$ cat src/kmc_pkg.sv
// ----------------------------------------------------------------------------
// kmc_pkg
// Types and constants shared by the key matrix change encoder.
// ----------------------------------------------------------------------------
package kmc_pkg;

	// Field widths
	localparam int ROW_W    = 4;
	localparam int BITS_W   = 6;
	localparam int F7_W     = 7;
	localparam int ADDR_W   = 2;
	localparam int MAX_COLS = 8;
	localparam int COL_W    = 3;
	localparam int KEY_W    = 8;

	// Register indexes
	localparam logic [ADDR_W-1:0] REG_BASE_NOTE   = 2'd0;
	localparam logic [ADDR_W-1:0] REG_HIGHEST_KEY = 2'd1;
	localparam logic [ADDR_W-1:0] REG_ON_VELOCITY = 2'd2;

	// Reset values and limits
	localparam logic [F7_W-1:0] BASE_NOTE_RST   = 7'd48;
	localparam logic [F7_W-1:0] HIGHEST_KEY_RST = 7'd60;
	localparam logic [F7_W-1:0] ON_VELOCITY_RST = 7'd127;
	localparam logic [F7_W-1:0] NOTE_MAX        = 7'd127;

	typedef struct packed {
		logic [F7_W-1:0] base_note;
		logic [F7_W-1:0] highest_key;
		logic [F7_W-1:0] on_velocity;
	} cfg_regs_t;

	// One row's worth of changes handed to the serializer
	typedef struct packed {
		logic                 vld;
		logic [KEY_W-1:0]     key_base;
		logic [MAX_COLS-1:0]  changed;
		logic [MAX_COLS-1:0]  bits;
	} ser_load_t;

endpackage

$ cat src/kmc_if.sv
// ----------------------------------------------------------------------------
// kmc_if
// Channel interfaces: scanned rows in, note messages out, register writes.
// ----------------------------------------------------------------------------
interface kmc_scan_if;
	logic       valid;
	logic       ready;
	logic [3:0] row;
	logic [5:0] column_bits;

	modport source (output valid, row, column_bits, input ready);
	modport sink   (input valid, row, column_bits, output ready);
endinterface

interface kmc_msg_if;
	logic       valid;
	logic       ready;
	logic [6:0] note;
	logic [6:0] velocity;
	logic       last;

	modport source (output valid, note, velocity, last, input ready);
	modport sink   (input valid, note, velocity, last, output ready);
endinterface

interface kmc_cfg_if;
	logic       valid;
	logic       ready;
	logic [1:0] addr;
	logic [6:0] data;

	modport source (output valid, addr, data, input ready);
	modport sink   (input valid, addr, data, output ready);
endinterface

$ cat src/kmc_row_mem.sv
// ----------------------------------------------------------------------------
// kmc_row_mem
// Previous-row store: one entry per matrix row, registered read, per-entry
// valid bits so that unwritten rows read as zero after reset.
// ----------------------------------------------------------------------------
module kmc_row_mem #(
	parameter int ROWS = 11,
	parameter int COLS = 6
) (
	input  logic                                         clk,
	input  logic                                         arst_n,
	input  logic                                         rd_en,
	input  logic [((ROWS > 1) ? $clog2(ROWS) : 1)-1:0]   rd_addr,
	output logic [COLS-1:0]                              rd_data,
	input  logic                                         wr_en,
	input  logic [((ROWS > 1) ? $clog2(ROWS) : 1)-1:0]   wr_addr,
	input  logic [COLS-1:0]                              wr_data
);
	logic [COLS-1:0] mem_q [ROWS];
	logic [ROWS-1:0] row_vld_q;
	logic [COLS-1:0] rd_data_q;

	// Valid bits: cleared by reset, set on first write
	always_ff @(posedge clk or negedge arst_n) begin
		if (!arst_n) begin
			row_vld_q <= '0;
		end else if (wr_en) begin
			row_vld_q[wr_addr] <= 1'b1;
		end
	end

	// Storage write
	always_ff @(posedge clk) begin
		if (wr_en) begin
			mem_q[wr_addr] <= wr_data;
		end
	end

	// Registered read; an entry never written reads as zero
	always_ff @(posedge clk) begin
		if (rd_en) begin
			rd_data_q <= row_vld_q[rd_addr] ? mem_q[rd_addr] : '0;
		end
	end

	assign rd_data = rd_data_q;
endmodule

$ cat src/kmc_serializer.sv
// ----------------------------------------------------------------------------
// kmc_serializer
// Walks the changed-column mask of one row lowest column first and puts
// one note message per cycle into the output register while msg is not stalled.
// ----------------------------------------------------------------------------
module kmc_serializer (
	input  logic               clk,
	input  logic               arst_n,
	input  kmc_pkg::cfg_regs_t cfg_regs,
	input  kmc_pkg::ser_load_t load,
	output logic               load_ready,
	kmc_msg_if.source          msg
);
	import kmc_pkg::*;

	logic [MAX_COLS-1:0] pend_q;
	logic [MAX_COLS-1:0] bits_q;
	logic [KEY_W-1:0]    key_base_q;
	logic                out_vld_q;
	logic [F7_W-1:0]     note_q;
	logic [F7_W-1:0]     vel_q;
	logic                last_q;

	logic                emit;
	logic [COL_W-1:0]    col;
	logic [MAX_COLS-1:0] pend_rest;
	logic [KEY_W-1:0]    key;
	logic [KEY_W:0]      note_sum;
	logic [F7_W-1:0]     note_nxt;
	logic [F7_W-1:0]     vel_nxt;

	// Lowest pending column
	always_comb begin
		col = '0;
		for (int i = MAX_COLS - 1; i >= 0; i--) begin
			if (pend_q[i]) begin
				col = COL_W'(i);
			end
		end
	end

	assign pend_rest  = pend_q & (pend_q - MAX_COLS'(1));
	assign emit       = (|pend_q) && (!out_vld_q || msg.ready);
	assign load_ready = (pend_q == '0) || (emit && (pend_rest == '0));

	// Note: base plus key index, clamped; unmapped keys give zero
	assign key      = key_base_q + KEY_W'(col);
	assign note_sum = (KEY_W + 1)'(cfg_regs.base_note) + (KEY_W + 1)'(key);
	always_comb begin
		priority if (key > KEY_W'(cfg_regs.highest_key)) begin
			note_nxt = '0;
		end else if (note_sum > (KEY_W + 1)'(NOTE_MAX)) begin
			note_nxt = NOTE_MAX;
		end else begin
			note_nxt = note_sum[F7_W-1:0];
		end
	end
	assign vel_nxt = bits_q[col] ? cfg_regs.on_velocity : '0;

	// Pending mask
	always_ff @(posedge clk or negedge arst_n) begin
		if (!arst_n) begin
			pend_q <= '0;
		end else if (load.vld) begin
			pend_q <= load.changed;
		end else if (emit) begin
			pend_q <= pend_rest;
		end
	end

	always_ff @(posedge clk) begin
		if (load.vld) begin
			bits_q     <= load.bits;
			key_base_q <= load.key_base;
		end
	end

	// Output register
	always_ff @(posedge clk or negedge arst_n) begin
		if (!arst_n) begin
			out_vld_q <= 1'b0;
		end else if (emit) begin
			out_vld_q <= 1'b1;
		end else if (msg.ready) begin
			out_vld_q <= 1'b0;
		end
	end

	always_ff @(posedge clk) begin
		if (emit) begin
			note_q <= note_nxt;
			vel_q  <= vel_nxt;
			last_q <= (pend_rest == '0);
		end
	end

	assign msg.valid    = out_vld_q;
	assign msg.note     = note_q;
	assign msg.velocity = vel_q;
	assign msg.last     = last_q;
endmodule

$ cat src/key_matrix_midi_change_encoder.sv
// ----------------------------------------------------------------------------
// key_matrix_midi_change_encoder
// Compares each scanned matrix row with its stored previous bits and sends
// one running-status note message per changed key, lowest column first.
// ----------------------------------------------------------------------------
//  channel | dir | request                          | handshake
//  scan    | in  | row, column_bits                 | valid/ready
//  msg     | out | note, velocity, last             | valid/ready
//  cfg     | in  | addr (register index), data      | valid/ready, ready tied high
//
//  A row occupies the serializer for one message per changed key, one message per
//  cycle while msg is not stalled; a row with no change or an out-of-range row
//  never reaches the serializer. A message passes through vld_s1, the pending
//  mask and the output register. Row store read is registered; the last write is
//  forwarded to a following request for the same row. Reset clears the store's
//  valid bits at once. A stalled msg holds its message and backs up into scan.ready.
// ----------------------------------------------------------------------------
module key_matrix_midi_change_encoder #(
	parameter int ROWS = 11,
	parameter int COLS = 6
) (
	input  logic      clk,
	input  logic      arst_n,
	kmc_scan_if.sink  scan,
	kmc_msg_if.source msg,
	kmc_cfg_if.sink   cfg
);
	import kmc_pkg::*;

	localparam int RW = (ROWS > 1) ? $clog2(ROWS) : 1;

	cfg_regs_t           cfg_q;
	logic                vld_s1;
	logic [ROW_W-1:0]    row_s1;
	logic [COLS-1:0]     bits_s1;
	logic                fwd_vld_q;
	logic [ROW_W-1:0]    fwd_row_q;
	logic [COLS-1:0]     fwd_bits_q;

	logic                in_range;
	logic                accept;
	logic [MAX_COLS-1:0] bits_ext;
	logic [COLS-1:0]     rd_data;
	logic [COLS-1:0]     prev_bits;
	logic [COLS-1:0]     changed;
	logic                s1_adv;
	logic                ser_ready;
	ser_load_t           ser_load;

	// Configuration registers; writes beyond the list are dropped
	assign cfg.ready = 1'b1;
	always_ff @(posedge clk or negedge arst_n) begin
		if (!arst_n) begin
			cfg_q.base_note   <= BASE_NOTE_RST;
			cfg_q.highest_key <= HIGHEST_KEY_RST;
			cfg_q.on_velocity <= ON_VELOCITY_RST;
		end else if (cfg.valid) begin
			unique case (cfg.addr)
				REG_BASE_NOTE:   cfg_q.base_note   <= cfg.data;
				REG_HIGHEST_KEY: cfg_q.highest_key <= cfg.data;
				REG_ON_VELOCITY: cfg_q.on_velocity <= cfg.data;
				default: ;
			endcase
		end
	end

	// Input stage: out-of-range rows are taken and dropped
	assign in_range   = {1'b0, scan.row} < (ROW_W + 1)'(ROWS);
	assign bits_ext   = MAX_COLS'(scan.column_bits);
	assign scan.ready = !vld_s1 || s1_adv;
	assign accept     = scan.valid && scan.ready;

	always_ff @(posedge clk or negedge arst_n) begin
		if (!arst_n) begin
			vld_s1 <= 1'b0;
		end else if (accept) begin
			vld_s1 <= in_range;
		end else if (s1_adv) begin
			vld_s1 <= 1'b0;
		end
	end

	always_ff @(posedge clk) begin
		if (accept) begin
			row_s1  <= scan.row;
			bits_s1 <= bits_ext[COLS-1:0];
		end
	end

	// Previous row store
	kmc_row_mem #(
		.ROWS (ROWS),
		.COLS (COLS)
	) u_row_mem (
		.clk     (clk),
		.arst_n  (arst_n),
		.rd_en   (accept && in_range),
		.rd_addr (scan.row[RW-1:0]),
		.rd_data (rd_data),
		.wr_en   (s1_adv),
		.wr_addr (row_s1[RW-1:0]),
		.wr_data (bits_s1)
	);

	// Forward the most recent write over the registered read
	always_ff @(posedge clk or negedge arst_n) begin
		if (!arst_n) begin
			fwd_vld_q <= 1'b0;
		end else if (s1_adv) begin
			fwd_vld_q <= 1'b1;
		end
	end

	always_ff @(posedge clk) begin
		if (s1_adv) begin
			fwd_row_q  <= row_s1;
			fwd_bits_q <= bits_s1;
		end
	end

	assign prev_bits = (fwd_vld_q && (fwd_row_q == row_s1)) ? fwd_bits_q : rd_data;
	assign changed   = bits_s1 ^ prev_bits;

	// Stage 1 retires when unchanged or once the serializer can take it
	assign s1_adv = vld_s1 && ((changed == '0) || ser_ready);

	assign ser_load.vld      = s1_adv && (changed != '0);
	assign ser_load.key_base = KEY_W'(row_s1) * KEY_W'(COLS);
	assign ser_load.changed  = MAX_COLS'(changed);
	assign ser_load.bits     = MAX_COLS'(bits_s1);

	kmc_serializer u_serializer (
		.clk        (clk),
		.arst_n     (arst_n),
		.cfg_regs   (cfg_q),
		.load       (ser_load),
		.load_ready (ser_ready),
		.msg        (msg)
	);
endmodule

$ cat src/flat_wrapper.sv
// flat-port wrapper written by rule: the top's interface ports become plain ports
module key_matrix_midi_change_encoder_flat import kmc_pkg::*;
#(
	parameter int ROWS = 11,
	parameter int COLS = 6
)
  (clk, arst_n, scan_valid, scan_row, scan_column_bits, scan_ready, msg_valid, msg_note, msg_velocity, msg_last, msg_ready, cfg_valid, cfg_addr, cfg_data, cfg_ready);
  kmc_scan_if scan_i ();
  kmc_msg_if msg_i ();
  kmc_cfg_if cfg_i ();
  input  logic clk;
  input  logic arst_n;
  input wire logic [$bits(scan_i.valid)-1:0] scan_valid;
  input wire logic [$bits(scan_i.row)-1:0] scan_row;
  input wire logic [$bits(scan_i.column_bits)-1:0] scan_column_bits;
  output wire logic [$bits(scan_i.ready)-1:0] scan_ready;
  output wire logic [$bits(msg_i.valid)-1:0] msg_valid;
  output wire logic [$bits(msg_i.note)-1:0] msg_note;
  output wire logic [$bits(msg_i.velocity)-1:0] msg_velocity;
  output wire logic [$bits(msg_i.last)-1:0] msg_last;
  input wire logic [$bits(msg_i.ready)-1:0] msg_ready;
  input wire logic [$bits(cfg_i.valid)-1:0] cfg_valid;
  input wire logic [$bits(cfg_i.addr)-1:0] cfg_addr;
  input wire logic [$bits(cfg_i.data)-1:0] cfg_data;
  output wire logic [$bits(cfg_i.ready)-1:0] cfg_ready;
  assign scan_i.valid = scan_valid;
  assign scan_i.row = scan_row;
  assign scan_i.column_bits = scan_column_bits;
  assign scan_ready = scan_i.ready;
  assign msg_valid = msg_i.valid;
  assign msg_note = msg_i.note;
  assign msg_velocity = msg_i.velocity;
  assign msg_last = msg_i.last;
  assign msg_i.ready = msg_ready;
  assign cfg_i.valid = cfg_valid;
  assign cfg_i.addr = cfg_addr;
  assign cfg_i.data = cfg_data;
  assign cfg_ready = cfg_i.ready;
  key_matrix_midi_change_encoder #(.ROWS(ROWS), .COLS(COLS)) u_core (.clk(clk), .arst_n(arst_n), .scan(scan_i), .msg(msg_i), .cfg(cfg_i));
endmodule
$ cat config.mk
export PLATFORM = sky130hd
export DESIGN_NAME = key_matrix_midi_change_encoder_flat
export DESIGN_NICKNAME = d
export VERILOG_FILES = /design/src/kmc_pkg.sv /design/src/kmc_if.sv /design/src/kmc_row_mem.sv /design/src/kmc_serializer.sv /design/src/key_matrix_midi_change_encoder.sv /design/src/flat_wrapper.sv
export SDC_FILE = /design/constraint.sdc
export NUM_CORES = 1
export LEC_CHECK = 0
export CORE_ASPECT_RATIO = 1.25
export CORE_MARGIN = 2
export CORE_UTILIZATION = 55
export DETAILED_ROUTE_END_ITERATION = 10
export DONT_BUFFER_PORTS = 1
export HOLD_SLACK_MARGIN = 0.1
export MAX_ROUTING_LAYER = met4
export PLACE_DENSITY = 0.73
export SYNTH_ARGS = -nofsm -noshare
export SYNTH_HDL_FRONTEND = slang
export SYNTH_HIERARCHICAL = 1
export SYNTH_SLANG_ARGS = --single-unit
$ cat constraint.sdc
create_clock -name clk -period 4.12 [get_ports clk]
set_input_delay 1.03 -clock clk [delete_from_list [all_inputs] [get_ports clk]]
set_output_delay 1.03 -clock clk [all_outputs]
set_load 0.1 [all_outputs]
==> summary by stage <==
Timing
Counting I/O delays and the setup requirement, the final critical path takes 3.86 ns. The final worst-path setup slack is 0.257 ns. The achievable clock frequency is 259 MHz. The number of setup violations in the final report is 0. Setup repair after global routing left no endpoint under its margin. The number of slew-limit violations in the final report is 0. The headroom to the max-slew limit is 17.5%. The final-report hold violation count came to 0.

The clock arrives with 0.0153 ns of skew. The total negative slack for setup checks is 0 ns. The worst path uses 93.8% of the clock period. For the pin with the worst max-slew slack, the measured transition is 1.23 ns.

GRT
The number of global-route vias before repair came to 4619. The initial antenna violation count came to 0. The all-layer global routing usage is 22.4%. The total overflow left after global routing is 0. The maximum number of pins on one net before global-route repair is 44. The first-pass GRT wire length is 23.6 mm.

Detailed routing
The detailed router finished its first iteration with 303 violations. The first detailed-routing pass took 4 iterations. After detailed routing, the number of remaining DRC violations is 0. The routed wirelength normalized by instance count is 20.1 um. The total number of vias is 4460.

The post-detailed-route count of antenna-violating nets is 0. After detailed routing, the number of vias per cell comes to 5.88. The total detailed-routing wirelength is 15.2 mm.

Critical path
The slowest cell on the critical path is sky130_fd_sc_hd__or4_4. In this run the worst setup path terminates at scan_ready. The worst flop-to-flop path endpoint is u_core/u_serializer/msg.note[1]. Data arrives at the worst endpoint at 2.83 ns. The source of the critical timing path is u_core/row_s1[2]. The stage delay of the slowest cell on the critical path is 0.61 ns. Traced cell by cell, the critical path runs through xnor2_1 > nand3_1 > o22ai_1 > nand2_1 > or4_4 > o311ai_4 > buf_6. The worst path buffer plus inverter count is 1. The endpoint type of the worst setup path is an output port.

In this run the critical register-to-register path is launched from u_core/u_serializer/pend_q[4]. In this run the worst path has a maximum fanout of 9. The gate family responsible for the most delay along the worst path is simple AND/OR/NAND/NOR gates. The critical path runs through a total of 7 cells. In this run the register-to-register setup slack is 0.51 ns. The number of cells on the worst reg-to-reg path is 13. The class of the most critical setup path is reg -> out.

The startpoint class of the critical path is a register. The data required time at the worst endpoint is 3.09 ns.

Die
Once the floorplan was initialized, standard cells occupied 56.2% of the core. The vertical extent of the die is 137 um. The die is 110 um wide. The core region is 13800 sq um.

The area enclosed by the die boundary is 15000 sq um. Pin placement for this block handled 42 I/O pins. The number of rows in the core area is 48.

Clocking
The H-tree depth is 4. The clock tree from TritonCTS is yes. The maximum buffer depth of the clock tree is 2. The clock insertion delay at the later pin of the skew report is 0.43 ns. Clock-pin slew was measured on the worst setup and hold paths at 0.07 ns. The tree is rooted in a sky130_fd_sc_hd__clkbuf_16.

The number of CTS-inserted buffers is 17. The clock drives 166 sinks.

Synthesis
Synthesis handed over a netlist of 533 instances. The cell accounting for the most synthesized area is sky130_fd_sc_hd__edfxtp_1. After synthesis, the largest area contributor takes up 47.8% of total cell area. The most instantiated flip-flop cell in the synthesis netlist is sky130_fd_sc_hd__edfxtp_1.

For this run, the number of Yosys warnings is 6. After synthesis, the most frequently instantiated cells are sky130_fd_sc_hd__edfxtp_1 (123), sky130_fd_sc_hd__dfrtp_1 (30), sky130_fd_sc_hd__mux2_2 (30), sky130_fd_sc_hd__nand2_1 (27), sky130_fd_sc_hd__nor2_1 (25). The async set or reset register ratio after synthesis is 25.9%. The number of synthesized flops with an enable pin is 123. In this run the mean area of a mapped cell was 14.5 sq um. The sequential-to-total area share from yosys stat is 61.9%. Counting flops and latches in the post-synthesis netlist gives 166. The dominant cell by count in the synthesized netlist is sky130_fd_sc_hd__edfxtp_1. The number of different library cells used by synthesis comes to 67. Sorting the synthesized cells by area gives the leading types as sky130_fd_sc_hd__edfxtp_1 (48%), sky130_fd_sc_hd__dfrtp_1 (9.7%), sky130_fd_sc_hd__dfstp_2 (4.4%), sky130_fd_sc_hd__mux2_2 (4.4%), sky130_fd_sc_hd__ha_1 (3.9%). The cell area that synthesis handed to floorplanning was 7730 sq um.

Place
The final weighted congestion in routability-driven placement is 0.874. The sum of net half-perimeters after detailed placement is 10.6 mm. OpenSTA, run right after detailed placement, puts the worst setup slack at 0.419 ns. The count of port buffers added during placement is 0.

The cell area reported after detailed placement is 8080 sq um.

Power
The peak ir drop on the vdd network is 0.000601 V. The power density relative to cell area is 877 nW/um^2. The design draws 7630 uW. In this run the static leakage power is 0.00323 uW.

Final layout
The repair_antennas step left the layout with diodes totalling 0. The area growth from synthesis to final layout is 12.5%. Cells with a size suffix above 1 make up 24.2% of the layout.

The post-route cell area is 8690 sq um. The layout net count is 621. The layout has 1030 filler cells.

Status
The flow ran to the end, and the final reports show no timing, DRC or antenna violations.

Hold path
The worst hold path class is in -> async.

Job
The number of max-capacitance violations reported is 0.
logic make-up (layout without fill, tap and decap cells):
| kind of cell | Yosys count | after routing | synth area share [%] |
|---|---|---|---|
| xor+xnor | 23 | 23 | 2.70 |
| buf+inv | 36 | 81 | 2.48 |
| other cells | 2 | 7 | 0.0972 |
| simple gates | 128 | 128 | 8.98 |
| flops | 166 | 166 | 61.9 |
| compound gates | 92 | 92 | 8.51 |
| fa+ha+maj | 28 | 28 | 4.79 |
| mux | 58 | 58 | 10.5 |
repair_timing:
item,in CTS,in global routing
setup endpoints to repair,0,1
resized for setup,0,2
buffers inserted,0,1
hold buffers,0,0
power by group:
part | switching (uW) | internal, uW | leakage (uW)
combinational | 1610 | 1140 | 0.00131
sequential | 833 | 2450 | 0.00163
clock | 640 | 962 | 0.000288
total | 3080 | 4540 | 0.00323
worst min path at each step:
stage / from / endpoint / slack [ns] / depth (start not counted)
6_report: arst_n / u_core/u_row_mem/row_vld_q[2] / 0.29 / 0
5_1_grt: arst_n / u_core/u_row_mem/row_vld_q[2] / 0.28 / 0
4_1_cts: arst_n / u_core/u_row_mem/row_vld_q[2] / 0.28 / 0
3_5_place_dp: u_core/u_row_mem/row_vld_q[0] / u_core/u_row_mem/row_vld_q[0] / 0.46 / 1
3_3_place_gp: u_core/u_row_mem/row_vld_q[1] / u_core/u_row_mem/row_vld_q[1] / 0.45 / 1
2_1_floorplan: u_core/u_row_mem/row_vld_q[1] / u_core/u_row_mem/row_vld_q[1] / 0.43 / 1
worst reg2reg max path, delay by kind of cell, from the launching register on:
kind	cells	cell delay, ns
DFF	1	0.46
AOI/OAI and AO/OA	6	1.27
xor gates and xnor gates	1	0.26
and+or+nand+nor	4	0.77
adders and majority gates	2	0.56
stage by stage:
stage	hold slack (ns)	utilization (%)	std cells
detailed placement	0.458	58.7	725
global placement	0.452	58.7	725
floorplan	0.434	-	538
CTS	0.282	63.1	757
global route	0.282	63.2	758
finish	0.293	63.2	758
sequential cells by signal (all words and copies together), names as in the netlist, 4 cells and up:
register                          cells
u_core/u_row_mem/mem_q               66
u_core/cfg_q                         21
u_core/u_row_mem/row_vld_q           11
u_core/u_serializer/bits_q            8
u_core/u_serializer/key_base_q        8
u_core/u_serializer/pend_q            8
u_core/u_serializer/msg.note          7
u_core/u_serializer/msg.velocity      7
u_core/bits_s1                        6
u_core/fwd_bits_q                     6
u_core/u_row_mem/rd_data              6
u_core/fwd_row_q                      4
u_core/row_s1                         4
final cells by class:
| cell class | instances | area [sq um] | share of cell area, % |
|---|---|---|---|
| tap | 175 | 219 | 2.52 |
| clock buffer | 19 | 433 | 4.98 |
| clock inverter | 13 | 170 | 1.96 |
| inverter | 23 | 86.3 | 0.993 |
| multi-input combinational | 336 | 2800 | 32.2 |
| sequential | 166 | 4790 | 55.1 |
| timing repair buffer | 26 | 199 | 2.29 |
placed cells by master, fill, tap and decap left out, types with 4 or more instances in the layout:
master                      netlist  layout
sky130_fd_sc_hd__dfstp_2         13      13
sky130_fd_sc_hd__o22ai_1          4       4
sky130_fd_sc_hd__clkbuf_16        0      17
sky130_fd_sc_hd__o21ai_0         18      18
sky130_fd_sc_hd__inv_1           22      22
sky130_fd_sc_hd__o21ai_1          4       4
sky130_fd_sc_hd__a21o_1           9       9
sky130_fd_sc_hd__ha_1            24      24
sky130_fd_sc_hd__dfrtp_1         30      30
sky130_fd_sc_hd__nor2_1          25      25
sky130_fd_sc_hd__nand2_1         27      27
sky130_fd_sc_hd__nand2b_1         5       5
sky130_fd_sc_hd__mux4_2          12      12
sky130_fd_sc_hd__nand3_1         10      10
sky130_fd_sc_hd__buf_4            4      25
sky130_fd_sc_hd__xnor2_1         11      11
sky130_fd_sc_hd__a211oi_1        15      15
sky130_fd_sc_hd__mux2i_1         10      10
sky130_fd_sc_hd__o211ai_1         5       5
sky130_fd_sc_hd__a21oi_1         13      13
sky130_fd_sc_hd__nand3b_1         8       8
sky130_fd_sc_hd__conb_1           2       7
sky130_fd_sc_hd__nor3_1           6       6
sky130_fd_sc_hd__or2_2           13      13
sky130_fd_sc_hd__mux2_2          30      30
sky130_fd_sc_hd__nor2b_1         13      13
sky130_fd_sc_hd__edfxtp_1       123     123
sky130_fd_sc_hd__xor2_1          11      11
sky130_fd_sc_hd__nor3b_1          9       9
layer usage:
layer	vias to the layer above	part of all wire, %	track usage, %
met3	31	3.6	4.14
met1	2239	38	23.5
met4	0	4.5	12.6
met2	114	54	39.1
li1	2076	-	-
met5	-	0	-
Note: power is estimated with default switching activity, not from simulation.
